## src/rtl/core/acm_pkg.sv

```systemverilog
// acm_pkg: shared types, constants and register indexes of the autorange current meter
// no dependencies; used by every module in rtl/core
package acm_pkg;

    // window length and derived widths
    localparam int WINDOW_DEPTH = 8;
    localparam int SAMPLE_W     = 16;
    localparam int SUM_W        = SAMPLE_W + $clog2(WINDOW_DEPTH + 1);
    localparam int CMP_W        = SUM_W + 7;

    // range stepping
    localparam int RANGE_W      = 2;
    localparam int NUM_RANGES   = 4;
    localparam logic [RANGE_W-1:0] RANGE_TOP = RANGE_W'(NUM_RANGES - 1);

    // thresholds in percent
    localparam int FULL_PERCENT = 100;
    localparam int HI_PERCENT   = 95;
    localparam int LO_PERCENT   = 5;

    // data paths
    localparam int GAIN_W   = 32;
    localparam int CUR_W    = 32;
    localparam int PROD_W   = SAMPLE_W + GAIN_W;
    localparam int GAIN_FRAC = 16;

    // register port
    localparam int CFG_IDX_W  = 3;
    localparam int CFG_DATA_W = 32;

    localparam logic [CFG_IDX_W-1:0] CFG_GAIN0      = CFG_IDX_W'(0);
    localparam logic [CFG_IDX_W-1:0] CFG_GAIN1      = CFG_IDX_W'(1);
    localparam logic [CFG_IDX_W-1:0] CFG_GAIN2      = CFG_IDX_W'(2);
    localparam logic [CFG_IDX_W-1:0] CFG_GAIN3      = CFG_IDX_W'(3);
    localparam logic [CFG_IDX_W-1:0] CFG_OFFSET     = CFG_IDX_W'(4);
    localparam logic [CFG_IDX_W-1:0] CFG_INIT_RANGE = CFG_IDX_W'(5);
    localparam logic [CFG_IDX_W-1:0] CFG_REFILL     = CFG_IDX_W'(6);

    // reset values
    localparam logic [GAIN_W-1:0]   RESET_GAIN   = GAIN_W'(65536);
    localparam logic [SAMPLE_W-1:0] RESET_REFILL = SAMPLE_W'(15000);
    localparam logic [RANGE_W-1:0]  RESET_RANGE  = RANGE_W'(0);

    // window control shared by every cell
    typedef struct packed {
        logic shift;
        logic fill;
    } t_win_ctl;

    // per-item side information carried down the current pipeline
    typedef struct packed {
        logic [RANGE_W-1:0] range;
        logic               changed;
    } t_item_info;

endpackage

```

## src/rtl/core/acm_cell.sv

```systemverilog
// acm_cell: one entry of the sample window, shifts from its neighbour or refills
// depends on acm_pkg
module acm_cell (
    input  logic                           i_clk,
    input  logic                           i_rst_n,
    input  acm_pkg::t_win_ctl              i_ctl,
    input  logic [acm_pkg::SAMPLE_W-1:0]   i_fill_value,
    input  logic [acm_pkg::SAMPLE_W-1:0]   i_data,
    output logic [acm_pkg::SAMPLE_W-1:0]   o_data
);

    logic [acm_pkg::SAMPLE_W-1:0] r_entry;

    always_ff @(posedge i_clk) begin
        if (!i_rst_n) begin
            r_entry <= acm_pkg::RESET_REFILL;
        end else if (i_ctl.fill) begin
            r_entry <= i_fill_value;
        end else if (i_ctl.shift) begin
            r_entry <= i_data;
        end
    end

    assign o_data = r_entry;

endmodule

```

## src/rtl/core/acm_window.sv

```systemverilog
// acm_window: chain of window cells plus the running sum of the window
// depends on acm_pkg and acm_cell
module acm_window (
    input  logic                           i_clk,
    input  logic                           i_rst_n,
    input  acm_pkg::t_win_ctl              i_ctl,
    input  logic [acm_pkg::SAMPLE_W-1:0]   i_sample,
    input  logic [acm_pkg::SAMPLE_W-1:0]   i_fill_value,
    output logic [acm_pkg::SUM_W-1:0]      o_sum,
    output logic [acm_pkg::SUM_W-1:0]      o_sum_next
);

    logic [acm_pkg::SAMPLE_W-1:0] w_data [acm_pkg::WINDOW_DEPTH];
    logic [acm_pkg::SUM_W-1:0]    r_sum;
    logic [acm_pkg::SUM_W-1:0]    n_sum;
    logic [acm_pkg::SUM_W-1:0]    w_fill_sum;

    // cell 0 holds the oldest sample, the newest enters at the top
    for (genvar g = 0; g < acm_pkg::WINDOW_DEPTH; g++) begin : g_cell
        if (g == acm_pkg::WINDOW_DEPTH - 1) begin : g_top
            acm_cell u_cell (
                .i_clk        (i_clk),
                .i_rst_n      (i_rst_n),
                .i_ctl        (i_ctl),
                .i_fill_value (i_fill_value),
                .i_data       (i_sample),
                .o_data       (w_data[g])
            );
        end else begin : g_mid
            acm_cell u_cell (
                .i_clk        (i_clk),
                .i_rst_n      (i_rst_n),
                .i_ctl        (i_ctl),
                .i_fill_value (i_fill_value),
                .i_data       (w_data[g+1]),
                .o_data       (w_data[g])
            );
        end
    end

    assign o_sum_next = r_sum - acm_pkg::SUM_W'(w_data[0]) + acm_pkg::SUM_W'(i_sample);
    assign w_fill_sum = acm_pkg::SUM_W'(i_fill_value)
                        * acm_pkg::SUM_W'(acm_pkg::WINDOW_DEPTH);

    always_comb begin
        n_sum = r_sum;
        if (i_ctl.fill) begin
            n_sum = w_fill_sum;
        end else if (i_ctl.shift) begin
            n_sum = o_sum_next;
        end
    end

    always_ff @(posedge i_clk) begin
        if (!i_rst_n) begin
            r_sum <= acm_pkg::SUM_W'(acm_pkg::RESET_REFILL)
                     * acm_pkg::SUM_W'(acm_pkg::WINDOW_DEPTH);
        end else begin
            r_sum <= n_sum;
        end
    end

    assign o_sum = r_sum;

endmodule

```

## src/rtl/core/acm_current.sv

```systemverilog
// acm_current: elastic pipeline for gain multiply, offset add and saturation
// depends on acm_pkg
module acm_current (
    input  logic                                i_clk,
    input  logic                                i_rst_n,
    input  logic                                i_load,
    input  logic [acm_pkg::SAMPLE_W-1:0]        i_sample,
    input  logic [acm_pkg::GAIN_W-1:0]          i_gain,
    input  acm_pkg::t_item_info                 i_info,
    input  logic signed [acm_pkg::CUR_W-1:0]    i_offset,
    output logic                                o_free,
    output logic                                o_valid,
    input  logic                                i_ready,
    output logic signed [acm_pkg::CUR_W-1:0]    o_current,
    output acm_pkg::t_item_info                 o_info
);

    localparam int ACC_W = acm_pkg::CUR_W + 2;
    localparam logic signed [ACC_W-1:0] SAT_MAX = ACC_W'(2147483647);
    localparam logic signed [ACC_W-1:0] SAT_MIN = -SAT_MAX - ACC_W'(1);

    logic r_v1, r_v2, r_v3;
    logic en1, en2, en3;

    logic [acm_pkg::SAMPLE_W-1:0] r_sample1;
    logic [acm_pkg::GAIN_W-1:0]   r_gain1;
    acm_pkg::t_item_info          r_info1, r_info2, r_info3;
    logic [acm_pkg::CUR_W-1:0]    r_prod2;
    logic signed [acm_pkg::CUR_W-1:0] r_cur3;

    logic [acm_pkg::PROD_W-1:0]   w_prod;
    logic signed [ACC_W-1:0]      w_acc;
    logic signed [acm_pkg::CUR_W-1:0] w_sat;

    // a stage moves when its successor is empty or moving
    assign en3    = !r_v3 || i_ready;
    assign en2    = !r_v2 || en3;
    assign en1    = !r_v1 || en2;
    assign o_free = en1;

    assign w_prod = acm_pkg::PROD_W'(r_sample1) * acm_pkg::PROD_W'(r_gain1);

    assign w_acc = $signed({2'b00, r_prod2})
                   + $signed({{2{i_offset[acm_pkg::CUR_W-1]}}, i_offset});

    always_comb begin
        if (w_acc > SAT_MAX) begin
            w_sat = SAT_MAX[acm_pkg::CUR_W-1:0];
        end else if (w_acc < SAT_MIN) begin
            w_sat = SAT_MIN[acm_pkg::CUR_W-1:0];
        end else begin
            w_sat = w_acc[acm_pkg::CUR_W-1:0];
        end
    end

    always_ff @(posedge i_clk) begin
        if (!i_rst_n) begin
            r_v1 <= 1'b0;
            r_v2 <= 1'b0;
            r_v3 <= 1'b0;
        end else begin
            if (en1) begin
                r_v1 <= i_load;
            end
            if (en2) begin
                r_v2 <= r_v1;
            end
            if (en3) begin
                r_v3 <= r_v2;
            end
        end
    end

    always_ff @(posedge i_clk) begin
        if (i_load) begin
            r_sample1 <= i_sample;
            r_gain1   <= i_gain;
            r_info1   <= i_info;
        end
        if (en2 && r_v1) begin
            r_prod2 <= w_prod[acm_pkg::GAIN_FRAC +: acm_pkg::CUR_W];
            r_info2 <= r_info1;
        end
        if (en3 && r_v2) begin
            r_cur3  <= w_sat;
            r_info3 <= r_info2;
        end
    end

    assign o_valid   = r_v3;
    assign o_current = r_cur3;
    assign o_info    = r_info3;

endmodule

```

## src/rtl/core/autorange_current_meter_core.sv

```systemverilog
// autorange_current_meter_core: top level of the autoranging current meter
// depends on acm_pkg, acm_window (with acm_cell) and acm_current
//
//  channel   direction  signals                                        accepted when
//  input     in         i_valid o_ready i_sample_volts i_ref_volts     i_valid & o_ready
//  output    out        o_valid i_ready o_current_value                o_valid & i_ready
//                       o_active_range o_range_changed
//  config    in         i_cfg_we i_cfg_idx i_cfg_data                  i_cfg_we
//
//  one item per cycle sustained while i_ready holds; the window update and range decision close
//  in the accept cycle, so each item sees the window and range that the previous one left
//  results are registered after gain select, after multiply and after offset and clamp
//  synchronous active-low reset loads register defaults and fills the window
//  a stall on the output backs up the pipeline; bubbles are squeezed out before
//  o_ready drops, so the input keeps flowing while any stage is empty
module autorange_current_meter_core (
    input  logic                                   i_clk,
    input  logic                                   i_rst_n,
    // input items
    input  logic                                   i_valid,
    output logic                                   o_ready,
    input  logic [acm_pkg::SAMPLE_W-1:0]           i_sample_volts,
    input  logic [acm_pkg::SAMPLE_W-1:0]           i_ref_volts,
    // result items
    output logic                                   o_valid,
    input  logic                                   i_ready,
    output logic signed [acm_pkg::CUR_W-1:0]       o_current_value,
    output logic [acm_pkg::RANGE_W-1:0]            o_active_range,
    output logic                                   o_range_changed,
    // register writes
    input  logic                                   i_cfg_we,
    input  logic [acm_pkg::CFG_IDX_W-1:0]          i_cfg_idx,
    input  logic [acm_pkg::CFG_DATA_W-1:0]         i_cfg_data
);

    // configuration registers
    logic [acm_pkg::GAIN_W-1:0]         r_gain [acm_pkg::NUM_RANGES];
    logic signed [acm_pkg::CUR_W-1:0]   r_offset;
    logic [acm_pkg::SAMPLE_W-1:0]       r_refill;

    // range state
    logic [acm_pkg::RANGE_W-1:0]        r_range;
    logic [acm_pkg::RANGE_W-1:0]        n_range;

    logic                               w_accept;
    logic                               w_init_wr;
    logic [acm_pkg::SUM_W-1:0]          w_sum;
    logic [acm_pkg::SUM_W-1:0]          w_sum_next;
    logic [acm_pkg::CMP_W-1:0]          w_scaled;
    logic [acm_pkg::CMP_W-1:0]          w_hi_lim;
    logic [acm_pkg::CMP_W-1:0]          w_lo_lim;
    logic [acm_pkg::RANGE_W-1:0]        w_range_after;
    logic                               w_changed;
    logic                               w_free;
    acm_pkg::t_win_ctl                  w_win_ctl;
    acm_pkg::t_item_info                w_info_in;
    acm_pkg::t_item_info                w_info_out;

    assign o_ready   = w_free;
    assign w_accept  = i_valid && w_free;
    assign w_init_wr = i_cfg_we && (i_cfg_idx == acm_pkg::CFG_INIT_RANGE);

    // register file; initial_range also reloads the range and refills the window
    always_ff @(posedge i_clk) begin
        if (!i_rst_n) begin
            for (int k = 0; k < acm_pkg::NUM_RANGES; k++) begin
                r_gain[k] <= acm_pkg::RESET_GAIN;
            end
            r_offset <= '0;
            r_refill <= acm_pkg::RESET_REFILL;
        end else if (i_cfg_we) begin
            case (i_cfg_idx)
                acm_pkg::CFG_GAIN0, acm_pkg::CFG_GAIN1,
                acm_pkg::CFG_GAIN2, acm_pkg::CFG_GAIN3: begin
                    r_gain[i_cfg_idx[acm_pkg::RANGE_W-1:0]] <= i_cfg_data[acm_pkg::GAIN_W-1:0];
                end
                acm_pkg::CFG_OFFSET: begin
                    r_offset <= $signed(i_cfg_data[acm_pkg::CUR_W-1:0]);
                end
                acm_pkg::CFG_REFILL: begin
                    r_refill <= i_cfg_data[acm_pkg::SAMPLE_W-1:0];
                end
                default: begin
                end
            endcase
        end
    end

    // window mean against 95% and 5% of the reference, done without a divider:
    // 100 * sum is compared with percent * depth * vref
    assign w_scaled = acm_pkg::CMP_W'(w_sum_next) * acm_pkg::CMP_W'(acm_pkg::FULL_PERCENT);
    assign w_hi_lim = acm_pkg::CMP_W'(i_ref_volts)
                      * acm_pkg::CMP_W'(acm_pkg::HI_PERCENT * acm_pkg::WINDOW_DEPTH);
    assign w_lo_lim = acm_pkg::CMP_W'(i_ref_volts)
                      * acm_pkg::CMP_W'(acm_pkg::LO_PERCENT * acm_pkg::WINDOW_DEPTH);

    // step down on a high mean, up on a low one, clamped at both ends
    always_comb begin
        w_range_after = r_range;
        w_changed     = 1'b0;
        if (w_scaled > w_hi_lim) begin
            if (r_range != '0) begin
                w_range_after = r_range - acm_pkg::RANGE_W'(1);
                w_changed     = 1'b1;
            end
        end else if (w_scaled < w_lo_lim) begin
            if (r_range != acm_pkg::RANGE_TOP) begin
                w_range_after = r_range + acm_pkg::RANGE_W'(1);
                w_changed     = 1'b1;
            end
        end
    end

    // a range step discards the new sample and refills the window
    assign w_win_ctl.shift = w_accept && !w_changed;
    assign w_win_ctl.fill  = (w_accept && w_changed) || w_init_wr;

    always_comb begin
        n_range = r_range;
        if (w_init_wr) begin
            n_range = i_cfg_data[acm_pkg::RANGE_W-1:0];
        end else if (w_accept) begin
            n_range = w_range_after;
        end
    end

    always_ff @(posedge i_clk) begin
        if (!i_rst_n) begin
            r_range <= acm_pkg::RESET_RANGE;
        end else begin
            r_range <= n_range;
        end
    end

    acm_window u_window (
        .i_clk        (i_clk),
        .i_rst_n      (i_rst_n),
        .i_ctl        (w_win_ctl),
        .i_sample     (i_sample_volts),
        .i_fill_value (r_refill),
        .o_sum        (w_sum),
        .o_sum_next   (w_sum_next)
    );

    // the current uses the range as it stands after this item's step
    assign w_info_in.range   = w_range_after;
    assign w_info_in.changed = w_changed;

    acm_current u_current (
        .i_clk     (i_clk),
        .i_rst_n   (i_rst_n),
        .i_load    (w_accept),
        .i_sample  (i_sample_volts),
        .i_gain    (r_gain[w_range_after]),
        .i_info    (w_info_in),
        .i_offset  (r_offset),
        .o_free    (w_free),
        .o_valid   (o_valid),
        .i_ready   (i_ready),
        .o_current (o_current_value),
        .o_info    (w_info_out)
    );

    assign o_active_range  = w_info_out.range;
    assign o_range_changed = w_info_out.changed;

    // a range step leaves the window sum at depth times the refill level
    a_refill_sum: assert property (@(posedge i_clk) disable iff (!i_rst_n)
        (w_accept && w_changed) |=> (w_sum == $past(acm_pkg::SUM_W'(r_refill)
                                     * acm_pkg::SUM_W'(acm_pkg::WINDOW_DEPTH))))
        else $error("window sum not refilled after range step");

    // an item with no step leaves the range alone
    a_range_hold: assert property (@(posedge i_clk) disable iff (!i_rst_n)
        (w_accept && !w_changed && !i_cfg_we) |=> $stable(r_range))
        else $error("range moved without a step");

    // an item flagged as a step really moves the range
    a_range_step: assert property (@(posedge i_clk) disable iff (!i_rst_n)
        (w_accept && w_changed && !i_cfg_we) |=> (r_range != $past(r_range)))
        else $error("range step flagged but range unchanged");

endmodule

```

## config.mk

```make
export PLATFORM = sky130hd
export DESIGN_NAME = autorange_current_meter_core
export DESIGN_NICKNAME = d
export VERILOG_FILES = /design/src/rtl/core/acm_pkg.sv /design/src/rtl/core/acm_cell.sv /design/src/rtl/core/acm_window.sv /design/src/rtl/core/acm_current.sv /design/src/rtl/core/autorange_current_meter_core.sv
export SDC_FILE = /design/constraint.sdc
export NUM_CORES = 2
export LEC_CHECK = 0
export BUFFER_PORTS_ARGS = -buffer_cell sky130_fd_sc_hd__clkbuf_2
export CAP_MARGIN = 20
export CORE_MARGIN = 2
export CORE_UTILIZATION = 55
export DETAILED_ROUTE_END_ITERATION = 12
export PLACE_DENSITY = 0.79
export SETUP_SLACK_MARGIN = 0.1
export SLEW_MARGIN = 20
export SYNTH_ARGS = -nofsm -noshare
export SYNTH_HDL_FRONTEND = slang
export SYNTH_SLANG_ARGS = --single-unit
```

## constraint.sdc

```tcl
create_clock -name i_clk -period 9.1 [get_ports i_clk]
set_input_delay 1.365 -clock i_clk [delete_from_list [all_inputs] [get_ports i_clk]]
set_output_delay 1.365 -clock i_clk [all_outputs]
set_load 0.1 [all_outputs]
```

==> flow_summary.yaml <==
global_route:
  grtUsageTotal_pct: 27.35
  antenna_found_initial: 5
  grt_pass1_vias: 30850
  grt_pass1_wl_mm: 163.4
  grt_start_max_net_pins: 76
  gr-total-overflow: 0
synthesis:
  ys.flop_type: "edfxtp_1"
  synthCells: 4086
  async_reset_ff_share_pct: 0
  synthesis.nets: 5002
  ys_seq_area_share_pct: 28.33
  ys_warn_count: 0
  synth.distinct_cells: 86
  synth-edff-count: 249
  syn_area_per_cell_um2: 9.937
  synth_area_um2: 40600
  ys_ff_latch: 450
drt:
  drc: 0
  vias_per_cell: 5.794
  wl_mm: 103.0
  wire_per_inst_um: 19.75
  dr.first_iter.drc_count: 2680
  drt_first_pass_iters: 5
  vias: 30230
  ant_nets: 0
clock_network:
  clk_latency_ns: 0.56
  cts_root_buf: "clkbuf_16"
  htreeDepth: 2
  tritoncts: "built"
  path_clk_slew_ns: 0.06
  cts_hold_buf: 0
  cts.sinks: 450
  cts_inserted_buffers: 44
  clockBufferDepth: 3
timing:
  slew_viol_final: 0
  fin_skew_ns: 0.01792
  slew_headroom_pct: 20.19
  worst_pin_slew_ns: 1.197
  hold_viol: 0
  fin_crit_sh_pct: 97.63
  fin_ws_ns: 0.2152
  setup_violations: 0
  finalCriticalPeriod_ns: 8.885
  rsz0062_at_grt: "true"
  setup_tns_ns: 0
  timing.fmax_mhz: 112.6
setup_path:
  reg2reg_slack_ns: 0.67
  cpMaxStageDelayCell: "fa_1"
  crit_start: "i_sample_volts[2]"
  crit_path_frequent_cell: "inv_2"
  startpoint_type: "input pin"
  criticalPathCategory: "input pin to flip-flop"
  path_max_fanout: 17
  worstRegToRegCells: 40
  rr_endpoint: "u_window.o_sum[4]$_SDFFE_PN0P_"
  endpoint: "u_window.o_sum[4]$_SDFFE_PN0P_"
  endpoint_kind: "flip-flop"
  cp_slowest_stage_delay_ns: 0.56
  cp_data_required_time_ns: 9.56
  r2r-start: "u_window.o_sum[2]$_SDFFE_PP0N_"
  arrival_ns: 9.35
floorplan:
  core_um2: 73080
  rows: 99
  die-area_um2: 76010
  initial_core_util_pct: 55.56
  die_w_um: 275.7
  num_io_pins: 109
  die-height_um: 275.7
run:
  maxCapViolations: 0
outcome:
  status: "complete, no violations"
final_layout:
  post-route-util_pct: 61.62
  drive_above_1_share_pct: 10.99
  finalNonFillerCells: 5217
  syn_to_final_growth_pct: 10.92
  nets: 5137
placement:
  post-dp-hpwl_mm: 76.38
  port-buffer-count: 108
  dp.cells: 5118
  gp_congestion: 0.9218
  place_ws_ns: -0.3857
hold_path:
  hold_depth: 0
  hold_class: "flip-flop to flip-flop"
-- cell type report --
class | instances | area, um^2
Fill cell | 5792 | 28050
Sequential cell | 450 | 11500
Timing Repair Buffer | 275 | 2018
Multi-Input combinational cell | 2829 | 26460
Clock buffer | 52 | 1162
Inverter | 621 | 2331
Antenna cell | 1 | 2.502
Tap cell | 959 | 1200
Clock inverter | 30 | 364.1
-- worst min-delay path by stage --
stage,start,to,slack [ns]
finish,u_current.r_info2[0]$_DFFE_PP_,u_current.o_info[0]$_DFFE_PP_,0.43
global route,u_current.r_info2[0]$_DFFE_PP_,u_current.o_info[0]$_DFFE_PP_,0.44
CTS,u_current.r_info2[0]$_DFFE_PP_,u_current.o_info[0]$_DFFE_PP_,0.43
detailed placement,u_current.r_info2[0]$_DFFE_PP_,u_current.o_info[0]$_DFFE_PP_,0.42
global placement,u_current.r_info2[0]$_DFFE_PP_,u_current.o_info[0]$_DFFE_PP_,0.41
floorplan,u_current.r_info2[0]$_DFFE_PP_,u_current.o_info[0]$_DFFE_PP_,0.40
-- critical path: cells and delay by family --
family / cells / cell delay (ns)
AND/OR/NAND/NOR: 8 / 1.26
AO/OA/AOI/OAI: 13 / 2.58
buffers and inverters: 10 / 1.06
XOR/XNOR: 2 / 0.30
adder cells (fa/ha/maj): 7 / 2.37
multiplexers: 1 / 0.36
-- placed cells by master, fill, tap and decap left out, types with 47 or more instances in the layout --
cell | synthesis | final
nand2_1 | 649 | 645
inv_1 | 620 | 612
fa_1 | 505 | 503
ha_1 | 339 | 330
edfxtp_1 | 249 | 249
dfxtp_1 | 201 | 201
nor2_1 | 181 | 174
buf_4 | 3 | 149
a21oi_1 | 158 | 146
and2_1 | 142 | 141
clkbuf_2 | 0 | 103
mux2i_1 | 99 | 96
xnor2_1 | 85 | 78
a21o_1 | 77 | 77
a221o_1 | 68 | 67
o21ai_0 | 71 | 63
clkbuf_16 | 0 | 48
nand3_1 | 48 | 47
-- logic make-up after synthesis --
family,after synthesis,share of synthesized area (%)
fa+ha+maj,844,35.35
mux,101,2.530
flops,450,28.33
xor+xnor,119,2.567
compound gates,606,10.66
simple gates,1159,12.87
buf+inv,807,7.707
-- per-layer routing --
layer  track usage [%]  up-vias  share of wire (%)
met5                 0        -              0.047
met4             9.706        8                4.1
met3             3.349      271                7.5
met2             46.89     1234                 49
met1             35.87    15010                 39
li1                  -    13710                  -
-- flip-flops by register name, indices dropped and copies added, names as in the netlist --
| register | flops |
|---|---|
| r_gain | 128 |
| r_offset | 32 |
| r_range | 2 |
| r_refill | 16 |
| u_current.o_current | 32 |
| u_current.o_info | 3 |
| u_current.o_valid | 1 |
| u_current.r_gain1 | 32 |
| u_current.r_info1 | 3 |
| u_current.r_info2 | 3 |
| u_current.r_prod2 | 32 |
| u_current.r_sample1 | 16 |
| u_current.r_v1 | 1 |
| u_current.r_v2 | 1 |
| u_window.g_cell.g_mid.u_cell.o_data | 112 |
| u_window.g_cell.g_top.u_cell.o_data | 16 |
| u_window.o_sum | 20 |
-- Yosys cell counts, drive strengths merged, types with 11 or more instances --
master	count	area share [%]
and2	142	2.2
dfxtp	201	9.9
xnor2	85	1.8
mux2i	101	2.5
a221o	68	1.7
nor2b	29	0.45
edfxtp	249	18
a31o	11	0.24
nand4	21	0.58
inv	620	5.7
o21a	26	0.48
o211ai	29	0.57
xor2	34	0.73
clkbuf	147	1.4
fa	505	25
nand3	48	0.59
a21o	77	1.4
o221ai	47	1.0
o21ai	81	1.0
buf	39	0.61
nand2b	23	0.35
nor3	25	0.32
nor2	181	1.7
nand2	649	6.0
o21bai	14	0.29
a21oi	159	2.0
ha	339	10
a211oi	17	0.34
-- stage by stage --
stage	area (um^2)	hold slack, ns
2_1_floorplan	40680	0.4003
3_3_place_gp	42980	0.4127
3_5_place_dp	42980	0.4177
4_1_cts	44500	0.4303
5_1_grt	45040	0.4448
6_report	45040	0.4289
-- what timing repair did --
item	in CTS	in global routing
setup buffers	0	11
setup endpoints to repair	0	184
resized for setup	0	83
Power is not shown: default switching activity piles up to over one toggle a cycle in this logic, so the estimate is an artifact.
